**src/rtl/rsi_pkg.sv**
```systemverilog
// shared types and constants for the ray/sphere intersection pipeline
// no dependencies
package rsi_pkg;

    localparam int FRONT_STAGES = 6;
    localparam int SQ_STEPS     = 66;
    localparam int DIV_STEPS    = 32;
    localparam int PIPE_STAGES  = FRONT_STAGES + SQ_STEPS + 1 + DIV_STEPS;

    localparam logic [63:0] QUARTER_Q32 = 64'h0000_0000_4000_0000;

    typedef struct packed {
        logic [63:0]  a;
        logic [63:0]  hmag;
        logic         hneg;
        logic         miss;
        logic [131:0] d;
        logic [67:0]  rem;
        logic [65:0]  root;
    } sq_t;

    typedef struct packed {
        logic        ok;
        logic        sat;
        logic [63:0] a;
        logic [63:0] r;
        logic [31:0] nb;
        logic [31:0] q;
    } dv_t;

endpackage

```
**src/rtl/rsi_div_cell.sv**
```systemverilog
// one quotient bit of the restoring divider chain
// depends on rsi_pkg
module rsi_div_cell (
    input  logic          clk,
    input  logic          en,
    input  rsi_pkg::dv_t  dv_in,
    output rsi_pkg::dv_t  dv_out
);
    import rsi_pkg::*;

    dv_t         out_reg;
    logic [64:0] r_sh;
    logic [64:0] r_sub;
    logic        ge;

    assign r_sh  = {dv_in.r, dv_in.nb[31]};
    assign ge    = r_sh >= {1'b0, dv_in.a};
    assign r_sub = r_sh - {1'b0, dv_in.a};

    always_ff @(posedge clk)
    begin
        if (en)
        begin
            out_reg.ok  <= dv_in.ok;
            out_reg.sat <= dv_in.sat;
            out_reg.a   <= dv_in.a;
            out_reg.r   <= ge ? r_sub[63:0] : r_sh[63:0];
            out_reg.nb  <= {dv_in.nb[30:0], 1'b0};
            out_reg.q   <= {dv_in.q[30:0], ge};
        end
    end

    assign dv_out = out_reg;

endmodule

```
**config.mk**
```make
export PLATFORM = sky130hd
export DESIGN_NAME = rsi_div_cell
export DESIGN_NICKNAME = d
export VERILOG_FILES = /design/src/rtl/rsi_pkg.sv /design/src/rtl/rsi_div_cell.sv
export SDC_FILE = /design/constraint.sdc
export NUM_CORES = 1
export LEC_CHECK = 0
export BUFFER_PORTS_ARGS = -buffer_cell sky130_fd_sc_hd__buf_2
export CAP_MARGIN = 20
export CORE_MARGIN = 8
export CORE_UTILIZATION = 46
export CTS_CLUSTER_SIZE = 28
export DETAILED_ROUTE_END_ITERATION = 12
export GPL_TIMING_DRIVEN = 0
export PLACE_DENSITY = 0.87
export SLEW_MARGIN = 20
export SYNTH_ARGS = -nofsm -noshare
export SYNTH_HDL_FRONTEND = slang
export SYNTH_SLANG_ARGS = --single-unit
```
**constraint.sdc**
```tcl
create_clock -name clk -period 3.5 [get_ports clk]
set_clock_uncertainty 0.15 [all_clocks]
set_input_delay 0.175 -clock clk [delete_from_list [all_inputs] [get_ports clk]]
set_output_delay 0.175 -clock clk [all_outputs]
set_load 0.1 [all_outputs]
```
==> impl_metrics.ini <==
[outcome]
status = finished, final reports clean

[route]
drt_pass1_iterations = 6
postRouteAntennaNets = 0
detail_route.vias_per_cell = 5.50
totalWireLength_um = 38500
dr_iter_0_viols = 853
wl_per_cell_um = 21.5
drc_viols = 0
dr_total_vias = 9845

[floorplan]
chipWidth_um = 168
start_util = 0.470
fp.dieH_um = 168
boundary_pins = 390
dieArea_sq_mm = 0.0283
rows = 55
placeableCoreArea_sq_mm = 0.0227

[sta]
timing_max_transition_violations_final = 0
slew-limit-headroom = 0.482
finalWorstPathRequiredPeriod_ns = 3.43
final_min_period_over_clock_period = 0.980
max_clk_rate_ghz = 0.291
hold_viol = 0
setup_tns_ns = 0
timing.final.setup_violations = 0
worst_pin_slew_ns = 0.775

[layout]
most-common-layout-cells = buf_2 (385), edfxtp_1 (193), dlygate4sd3_1 (190), inv_1 (79), a21oi_1 (70)
layout.cell_area.non_filler_sq_mm = 0.0158
n_fill_cell = 1564
flow.area_growth_from_synthesis_pct = 48.1
final_common_cell = buf_2
net_total_in_the_final_layout = 1753
fraction_of_layout_instances_using_a_drive_strength_above_1 = 0.355
sequential_cell_area_sq_mm = 0.00580
layout.core_utilization = 0.696
largest_register_ff_count = 193
multiInputGateArea_sq_mm = 0.00456

[place]
place_congestion = 0.877
place_area_sq_mm = 0.0130
dp.final_hpwl_um = 26300
numPortBuffers = 387

[setup_path]
crit_path_start = dv_in[155]
timing.critical_path.buf_inv = 6
worstSetupPathDepth = 15
critical-path-top-cell-by-count = buf_12
worstPathMaxFanout = 6
critPathSlowestCell = o41ai_4
kind_of_critical_path = in -> reg
worst_setup_path_endpoint = dv_out[67]
slowest_delay_ns = 0.45
cp_data_arrival_time_ns = 3.47
crit_path_cell_trace = buf_2 -> inv_1 -> ha_1 -> nand2_1 -> nor4_4 -> nand4_1 -> o41ai_4 -> a41o_4 -> a31oi_4 -> o211a_1 -> buf_8 -> clkinv_8 -> buf_12 -> buf_12 -> mux2_2
cp-start-kind = primary input
critPathCaptureType = flop
family_with_the_most_delay_on_the_worst_path = compound AO/OA/AOI/OAI gates
crit_required_ns = 3.54

[global_routing]
globalRouteTotalUtil = 0.262
grt_antenna_before_repair = 6
pin_count_of_the_biggest_net_entering_global_routing = 110
first_global_vias = 10200
grt_pass1_wl_um = 57600
globalRouteOverflowTotal = 0

[power]
vdd.ir_drop.worst_mv = 0.337
netSwitchingFraction = 0.441
power-per-cell-area_mw_per_mm2 = 531
seqPwrFrac = 0.348
post_layout_total_power_mw = 8.38
power.net_switching_mw = 3.70
cellInternalPower_mw = 4.69
clockPowerShare = 0.230
power_frac_comb = 0.422
power.leakage_nw = 7.11

[clock_tree]
cts.clk_slew.worst_paths_ns = 0.08
cts_buffer_depth = 2
cts.sink_count = 193
clock_tree_from_tritoncts = built
tritoncts.num_buffers = 17
ctsRootBufferMaster = clkbuf_16
htreeDepth = 4

[yosys]
async_reset_ff_frac = 0
synth_area_per_cell_sq_um = 12.0
synth_cells = 887
synthDistinctLibCells = 70
leading_cell_types_by_total_area_after_synthesis = edfxtp_1 (54%), ha_1 (7.5%), mux2_2 (5.4%)
postSynthNetCount = 1148
synth_top_area_share = 0.543
synth.ff_latch_count = 193
sequential_element_share_of_the_synthesized_area = 0.543
yosysTopAreaCell = edfxtp_1
number_of_synthesized_flops_with_an_enable_pin = 193
synth_warnings = 0
synth_flop_cell = edfxtp_1
netlist_area_sq_mm = 0.0107

[flow_run]
max-cap-violations = 0

[min_path]
hp-class = in -> reg
kinds of logic after synthesis:
| group | synth area share |
|---|---|
| compound gates | 0.140 |
| simple gates | 0.0806 |
| xor+xnor | 0.0460 |
| other cells | 0.000352 |
| flops | 0.543 |
| fa+ha+maj | 0.0770 |
| mux | 0.0684 |
| buf+inv | 0.0445 |
power groups by stage:
stage                     clock network, mW  registers [mW]  logic, mW
after global placement                    0            2.95       3.21
after detailed placement                  0            2.95       3.26
after floorplan                           0            4.74      0.820
final                                  1.93            2.91       3.54
after CTS                              1.94            2.90       3.49
after global routing                   2.03            2.93       3.68
synthesized netlist by cell type (8+ instances only):
master	instances
nand4_1	15
nor2_1	37
ha_1	64
nand3_1	10
a21oi_1	71
clkbuf_1	19
nor3_1	9
mux2_2	51
xnor2_1	37
edfxtp_1	193
inv_1	80
xor2_1	19
a31oi_1	8
and3_1	11
nand2_1	58
a21o_1	36
o21ai_0	35
o21bai_1	13
routing by layer:
metal  global-route usage  part of all wire
met4               0.0905             0.031
met3               0.0800             0.093
met2                0.484              0.51
met5                    0           0.00057
met1                0.278              0.36
layout make-up:
cell class	instances	share of cell area
diodes	2	0.000317
well taps	285	0.0226
repair buffers	592	0.255
clock inverters	14	0.00911
multi-input cells	585	0.289
plain buffers	22	0.00982
clock buffers	17	0.0269
inverters	81	0.0208
flip-flops and latches	193	0.367
worst min-delay path by stage:
stage | from | to | depth (start not counted)
6_report | dv_in[64] | dv_out[65] | 3
5_1_grt | dv_in[128] | dv_out[64] | 3
4_1_cts | dv_in[64] | dv_out[65] | 3
3_5_place_dp | dv_in[29] | dv_out[30] | 1
3_3_place_gp | dv_in[59] | dv_out[60] | 1
2_1_floorplan | dv_in[9] | dv_out[10] | 0
stage by stage:
step	hold WS, ns	setup slack [ns]	instances
global route	0.0655	-0.00574	1791
CTS	0.00484	-0.0158	1794
finish	0.0226	0.0683	1791
detailed placement	0.203	-1.17	1560
global placement	0.201	-1.18	1559
floorplan	0.124	-0.00679	887
worst min-delay path: stages:
cell	delay, ns
buf_4	0.11
inv_1	0.07
mux2i_1	0.13
repair_timing:
action | 4_1_cts | 5_1_grt
setup buffers | 12 | 1
setup endpoints to repair | 63 | 61
gates resized for setup | 22 | 15
hold endpoints to repair | 190 | 0
pin swaps | 8 | 6
cloned | 1 | 0
hold buffers | 190 | 0
Power figures use the tool's default switching activity.
