<file path="src/rtl/rsi_pkg.sv">
// shared types and constants for the ray/sphere intersection pipeline
// no dependencies
package rsi_pkg;

    localparam int FRONT_STAGES = 6;
    localparam int SQ_STEPS     = 66;
    localparam int DIV_STEPS    = 32;
    localparam int PIPE_STAGES  = FRONT_STAGES + SQ_STEPS + 1 + DIV_STEPS;

    localparam logic [63:0] QUARTER_Q32 = 64'h0000_0000_4000_0000;

    typedef struct packed {
        logic [63:0]  a;
        logic [63:0]  hmag;
        logic         hneg;
        logic         miss;
        logic [131:0] d;
        logic [67:0]  rem;
        logic [65:0]  root;
    } sq_t;

    typedef struct packed {
        logic        ok;
        logic        sat;
        logic [63:0] a;
        logic [63:0] r;
        logic [31:0] nb;
        logic [31:0] q;
    } dv_t;

endpackage

</file>
<file path="src/rtl/rsi_sqrt_cell.sv">
// one digit step of the integer square root chain
// depends on rsi_pkg
module rsi_sqrt_cell (
    input  logic          clk,
    input  logic          en,
    input  rsi_pkg::sq_t  sq_in,
    output rsi_pkg::sq_t  sq_out
);
    import rsi_pkg::*;

    sq_t        out_reg;
    logic [69:0] rem_sh;
    logic [69:0] trial;
    logic [69:0] rem_sub;
    logic        ge;

    assign rem_sh  = {sq_in.rem, sq_in.d[131:130]};
    assign trial   = {2'b00, sq_in.root, 2'b01};
    assign ge      = rem_sh >= trial;
    assign rem_sub = rem_sh - trial;

    always_ff @(posedge clk)
    begin
        if (en)
        begin
            out_reg.a    <= sq_in.a;
            out_reg.hmag <= sq_in.hmag;
            out_reg.hneg <= sq_in.hneg;
            out_reg.miss <= sq_in.miss;
            out_reg.d    <= {sq_in.d[129:0], 2'b00};
            out_reg.rem  <= ge ? rem_sub[67:0] : rem_sh[67:0];
            out_reg.root <= {sq_in.root[64:0], ge};
        end
    end

    assign sq_out = out_reg;

endmodule

</file>
<file path="config.mk">
export PLATFORM = sky130hd
export DESIGN_NAME = rsi_sqrt_cell
export DESIGN_NICKNAME = d
export VERILOG_FILES = /design/src/rtl/rsi_pkg.sv /design/src/rtl/rsi_sqrt_cell.sv
export SDC_FILE = /design/constraint.sdc
export NUM_CORES = 1
export LEC_CHECK = 0
export BUFFER_PORTS_ARGS = -buffer_cell sky130_fd_sc_hd__buf_2
export CAP_MARGIN = 20
export CORE_AREA = 3 3 306 308
export DETAILED_ROUTE_END_ITERATION = 8
export DIE_AREA = 0 0 309 311
export PLACE_DENSITY = 0.49
export SLEW_MARGIN = 10
export SYNTH_ARGS = -nofsm -noshare
export SYNTH_HDL_FRONTEND = slang
export SYNTH_SLANG_ARGS = --single-unit
</file>
<file path="constraint.sdc">
create_clock -name clk -period 3.7 [get_ports clk]
set_clock_uncertainty 0.1 [all_clocks]
set_input_delay 0.185 -clock clk [delete_from_list [all_inputs] [get_ports clk]]
set_output_delay 0.185 -clock clk [all_outputs]
set_load 0.05 [all_outputs]
</file>
==> flow_summary.ini, run 1 <==
[route]
first_pass_iters = 5
count_of_vias_placed_by_the_detailed_router = 15556
drt_drc_violations_left = 0
wl_per_cell_um = 23.6
detail_route.vias_per_cell = 4.12
ant_nets = 0
drt_first_iter_violations = 1147
drt-total-wl_mm = 89.1

[clock_network]
clkSinkCount = 394
cts_tree = done
numCtsBuffers = 51
clk_pin_slew_ns = 0.06
clock_tree.htree_level_count = 2
post-cts-setup-buffer-count = 0
cts_max_path_buffers = 3
clock_tree.root_cell = sky130_fd_sc_hd__clkbuf_16

[die]
die-width_um = 309
die_area_um2 = 96100
die_h_um = 311
core-area_um2 = 91400
top_level_ports = 794
floorplan_row_count = 111
start_util = 0.187

[place]
routabilityCongestion = 0.864
place_hpwl_mm = 71.9
place_ws_ns = 0.0416
io_buffers = 791
dpl_cell_area_um2 = 23100

[global_route]
grt_first_pass_wirelength_mm = 121
grt_antenna_before_repair = 34
grt-ovfl-total = 0
grt_pass1_vias = 15986
grt_max_degree = 99
grt_util_all_layers = 0.178

[setup_path]
critPathMaxFanout = 24
endpoint_class_of_the_critical_path = register
critical_path_arrival_ns = 3.82
worstSetupStartpointType = input pin
critical_path_class = in2reg
crit_required_ns = 3.98

[synthesis]
netlist-cell-type-count = 66
synth_cells = 1247
post_synth_design_cell_area_um2 = 17100
syn_avg_cell_area_um2 = 13.7
yosys.area.top_type = sky130_fd_sc_hd__edfxtp_1
synth_seq_area_share = 0.693
synth.area.top_cells = sky130_fd_sc_hd__edfxtp_1, sky130_fd_sc_hd__ha_1, sky130_fd_sc_hd__a21oi_1, sky130_fd_sc_hd__nor2_1, sky130_fd_sc_hd__inv_1
synth.ff_latch_count = 394
async_reset_ff_frac = 0
synthesis.yosys.warnings = 0
post_synth_most_frequent_cells = sky130_fd_sc_hd__edfxtp_1, sky130_fd_sc_hd__a21oi_1, sky130_fd_sc_hd__nor2_1, sky130_fd_sc_hd__inv_1, sky130_fd_sc_hd__nand2_1
synth_enable_flop_cells = 394
netlist.area_leader.share = 0.693
yosys_most_used_dff = sky130_fd_sc_hd__edfxtp_1
most_frequent_cell_after_synthesis = sky130_fd_sc_hd__edfxtp_1

[power_and_ir_drop]
switchingPower_mw = 5.01
p_comb_frac = 0.272
clkPwrFrac = 0.349
pwr_density_cell_nw_per_um2 = 507
switching_share = 0.343
p_seq_frac = 0.379
intPower_mw = 9.60
power_leakage_nw = 12.4
vdd_ir_drop_max_v = 0.000364

[sta]
final_hold_viol_count = 0
timing.fmax_mhz = 283
share_of_the_cycle_needed_by_the_critical_path_after_routing = 0.955
rsz_0062_raised_after_global_routing = false
max_slew.worst_pin.slew_ns = 0.961
fin_hold_ws_ns = 0.0474
finalWorstSetupSlack_ns = 0.167
sum_of_negative_setup_slack_ns = 0
fin_crit_ns = 3.53
slew_hr = 0.359
final-max-slew-violation-count = 0
setup_violations = 0

[cells_and_area]
final_util = 0.315
layout-drive-gt1-share = 0.382
layout.filler_cells = 9337
finalNetCount = 2995
largest_register_ff_count = 394
layout.cell_area.non_filler_um2 = 28800
area_growth_synth_to_finish_pct = 68.7

[hold_path]
hold_path.class = in2reg

[job]
max_cap_viol_count = 0

[outcome]
status = complete, no violations
==> area by class of cell <==
class / instances / area, um^2 / share of cell area
sequential: 394 / 11800 / 0.411
timing repair buffer: 1280 / 8740 / 0.303
multi-input combinational: 710 / 4660 / 0.162
tap: 1186 / 1480 / 0.0515
clock buffer: 59 / 1330 / 0.0461
clock inverter: 36 / 375 / 0.0130
inverter: 92 / 347 / 0.0120
antenna: 22 / 55.1 / 0.00191
==> power groups by stage <==
stage               registers (mW)  logic [mW]  clock network [mW]
floorplan                     7.10       0.766                   0
global route                  5.57        4.19                5.44
global placement              5.62        3.63                   0
finish                        5.53        3.97                5.10
CTS                           5.53        4.01                5.31
detailed placement            5.61        3.62                   0
==> per-stage QoR <==
step | instances | power [mW]
final | 3779 | 14.6
after detailed placement | 3267 | 9.23
after global placement | 3267 | 9.24
after CTS | 3757 | 14.9
after floorplan | 1248 | 7.87
after global routing | 3769 | 15.2
==> critical path, cell delays in order <==
cell,delay [ns]
sky130_fd_sc_hd__dlygate4sd3_1,0.53
sky130_fd_sc_hd__buf_2,0.11
sky130_fd_sc_hd__inv_1,0.04
sky130_fd_sc_hd__ha_1,0.30
sky130_fd_sc_hd__nand4_1,0.23
sky130_fd_sc_hd__or4_1,0.73
sky130_fd_sc_hd__nor4_1,0.21
sky130_fd_sc_hd__nand4_1,0.22
sky130_fd_sc_hd__a31oi_1,0.24
sky130_fd_sc_hd__o21ai_0,0.11
sky130_fd_sc_hd__nand2_1,0.15
sky130_fd_sc_hd__nor2_2,0.09
sky130_fd_sc_hd__clkinv_2,0.09
sky130_fd_sc_hd__buf_12,0.18
sky130_fd_sc_hd__buf_12,0.15
sky130_fd_sc_hd__and4_1,0.20
sky130_fd_sc_hd__nor3_2,0.04
==> repair_timing <==
item / 4_1_cts / 5_1_grt
hold buffers: 395 / 0
hold endpoints to repair: 393 / 0
resized for setup: 0 / 5
setup endpoints to repair: 0 / 3
==> metal layers <==
| metal | routed length [um] | global-route usage | up-vias |
|---|---|---|---|
| li1 | - | - | 7265 |
| met1 | 34400 | 0.204 | 7511 |
| met2 | 42800 | 0.302 | 619 |
| met3 | 7800 | 0.0591 | 141 |
| met4 | 3910 | 0.0768 | 20 |
| met5 | 147 | 0 | - |
==> path summary, 6_finish.rpt <==
check | start | to | depth (start not counted)
setup / recovery | sq_in[30] | sq_out[132]$_DFFE_PP_ | 17
hold / removal | en | sq_out[215]$_DFFE_PP_ | 1
==> cells in the final DEF (no fill, tap or decap), drive strengths merged, types with 6 or more instances in the layout <==
master	count
a21o	41
dlygate4sd3	395
xnor2	34
nand3	8
diode	22
o211ai	7
nor4	8
o21ai	48
xor2	27
nor3b	6
a31oi	14
clkinv	27
buf	885
clkbuf	59
nand2	69
edfxtp	394
o21a	9
nor2	95
ha	68
nand4	33
nor3	15
a21oi	138
inv	93
o21bai	16
bufinv	6
==> cell families after synthesis <==
kind of cell	synth area share
fa+ha+maj	0.0498
flops	0.693
simple gates	0.0736
xor+xnor	0.0313
buf+inv	0.0360
mux	0.00198
other cells	0.000220
compound gates	0.114
(Power assumes the default switching activity.)
==> inputs of run 2 (changes only) <==
--- a/config.mk
+++ b/config.mk
@@ -10,7 +10,6 @@
 export CORE_AREA = 3 3 306 308
 export DETAILED_ROUTE_END_ITERATION = 8
 export DIE_AREA = 0 0 309 311
-export PLACE_DENSITY = 0.49
 export SLEW_MARGIN = 10
 export SYNTH_ARGS = -nofsm -noshare
 export SYNTH_HDL_FRONTEND = slang
==> flow_summary.ini, run 2 (synthesis gave the netlist of run 1 again) <==
[outcome]
status = complete, no violations

[setup_path]
crit_required_ns = 3.97
critical_path_class = in2reg
worstSetupStartpointType = input pin
critPathMaxFanout = 10
endpoint_class_of_the_critical_path = register
critical_path_arrival_ns = 3.82

[place]
routabilityCongestion = 0.921
dpl_cell_area_um2 = 23000
io_buffers = 791
place_hpwl_mm = 75.2

[die]
floorplan_row_count = 111
start_util = 0.187
core-area_um2 = 91400
die_h_um = 311
die_area_um2 = 96100
die-width_um = 309
top_level_ports = 794

[cells_and_area]
largest_register_ff_count = 394
seqCellArea_um2 = 11800
leading_cell_type_in_the_layout_fill_and_taps_excluded = sky130_fd_sc_hd__buf_2
layout.cell_area.non_filler_um2 = 28800
finalNetCount = 2986
final_util = 0.315
layout.filler_cells = 9308
area_growth_synth_to_finish_pct = 68.7
layout.cells.most_common_list = sky130_fd_sc_hd__buf_2, sky130_fd_sc_hd__dlygate4sd3_1, sky130_fd_sc_hd__edfxtp_1
multi_input_area_um2 = 4670
layout-drive-gt1-share = 0.381

[global_route]
grt_first_pass_wirelength_mm = 126
grt-ovfl-total = 0
grt_antenna_before_repair = 45
grt_pass1_vias = 16164
grt_util_all_layers = 0.187
grt_max_degree = 80

[power_and_ir_drop]
p_comb_frac = 0.269
pwr_density_cell_nw_per_um2 = 514
vdd_ir_drop_max_v = 0.000377
post-layout-total-power_mw = 14.8
intPower_mw = 9.69
clkPwrFrac = 0.356
p_seq_frac = 0.374
power_leakage_nw = 12.3
switching_share = 0.346
switchingPower_mw = 5.14

[sta]
final-max-slew-violation-count = 0
timing.fmax_mhz = 282
fin_crit_ns = 3.54
setup_violations = 0
final_hold_viol_count = 0
sum_of_negative_setup_slack_ns = 0
share_of_the_cycle_needed_by_the_critical_path_after_routing = 0.958
rsz_0062_raised_after_global_routing = false
fin_hold_ws_ns = 0.153
max_slew.worst_pin.slew_ns = 0.794
slew_hr = 0.470

[clock_network]
clock_tree.root_cell = sky130_fd_sc_hd__clkbuf_16
clk_pin_slew_ns = 0.07
numCtsBuffers = 51
clkSinkCount = 394
cts_max_path_buffers = 3
clock_tree.htree_level_count = 2
cts_tree = done

[route]
count_of_vias_placed_by_the_detailed_router = 15714
detail_route.vias_per_cell = 4.16
drt_first_iter_violations = 1148
drt-total-wl_mm = 94.0
drt_drc_violations_left = 0
ant_nets = 0
wl_per_cell_um = 24.9
first_pass_iters = 5

[hold_path]
hold_path.class = in2reg

[job]
max_cap_viol_count = 0
[run 2: cell count changes in the layout (fill, tap and decap cells not counted), moves of 4 or more]
cell | before | now
sky130_fd_sc_hd__buf_4 | 85 | 77
sky130_fd_sc_hd__clkinv_1 | 12 | 8
sky130_fd_sc_hd__clkinv_2 | 10 | 3
sky130_fd_sc_hd__diode_2 | 22 | 33
[run 2: critical path, cell delays in order]
cell                            delay, ns
sky130_fd_sc_hd__dlygate4sd3_1       0.54
sky130_fd_sc_hd__buf_2               0.12
sky130_fd_sc_hd__inv_1               0.04
sky130_fd_sc_hd__ha_1                0.28
sky130_fd_sc_hd__nand4_1             0.26
sky130_fd_sc_hd__or4_1               0.72
sky130_fd_sc_hd__nor4_1              0.23
sky130_fd_sc_hd__nand4_1             0.19
sky130_fd_sc_hd__a31oi_1             0.22
sky130_fd_sc_hd__o21ai_0             0.09
sky130_fd_sc_hd__nand2_1             0.14
sky130_fd_sc_hd__nor2_2              0.08
sky130_fd_sc_hd__buf_4               0.18
sky130_fd_sc_hd__buf_4               0.17
sky130_fd_sc_hd__and2_0              0.15
sky130_fd_sc_hd__a41o_1              0.20
[run 2: layout make-up]
cell class              instances  share of cell area
inverters                      92              0.0120
well taps                    1186              0.0515
repair buffers               1271               0.300
multi-input cells             710               0.162
flip-flops and latches        394               0.410
clock inverters                33              0.0146
clock buffers                  60              0.0462
diodes                         33             0.00287
[run 2: final timing paths]
| check | from | depth (start not counted) | slack [ns] | end |
|---|---|---|---|---|
| worst max-delay path | sq_in[31] | 16 | 0.16 | sq_out[130]$_DFFE_PP_ |
| worst min-delay path | sq_in[323] | 2 | 0.15 | sq_out[323]$_DFFE_PP_ |
[run 2: timing repair]
item,in CTS,in global routing
hold buffers,396,0
hold endpoints to repair,395,0
gates resized for setup,0,9
setup endpoints to repair,0,37
setup buffers,0,1
[run 2: through the flow]
| stage | instances | worst slack [ns] |
|---|---|---|
| floorplan | 1248 | 0.650 |
| global placement | 3256 | 0.0173 |
| detailed placement | 3256 | -0.0175 |
| CTS | 3745 | 0.0284 |
| global route | 3766 | 0.00305 |
| finish | 3779 | 0.156 |
[run 2: power groups by stage]
stage,logic [mW],clock network [mW],registers (mW)
4_1_cts,4.02,5.49,5.55
6_report,3.99,5.28,5.55
5_1_grt,4.20,5.63,5.59
2_1_floorplan,0.766,0,7.10
3_5_place_dp,3.62,0,5.63
3_3_place_gp,3.62,0,5.63
[run 2: layer usage]
| layer | track usage | vias to the layer above | part of all wire |
|---|---|---|---|
| met2 | 0.329 | 663 | 0.49 |
| met4 | 0.0726 | 20 | 0.041 |
| met5 | 0 | - | 0.0015 |
| met1 | 0.205 | 7625 | 0.37 |
| met3 | 0.0662 | 137 | 0.091 |
| li1 | - | 7269 | - |
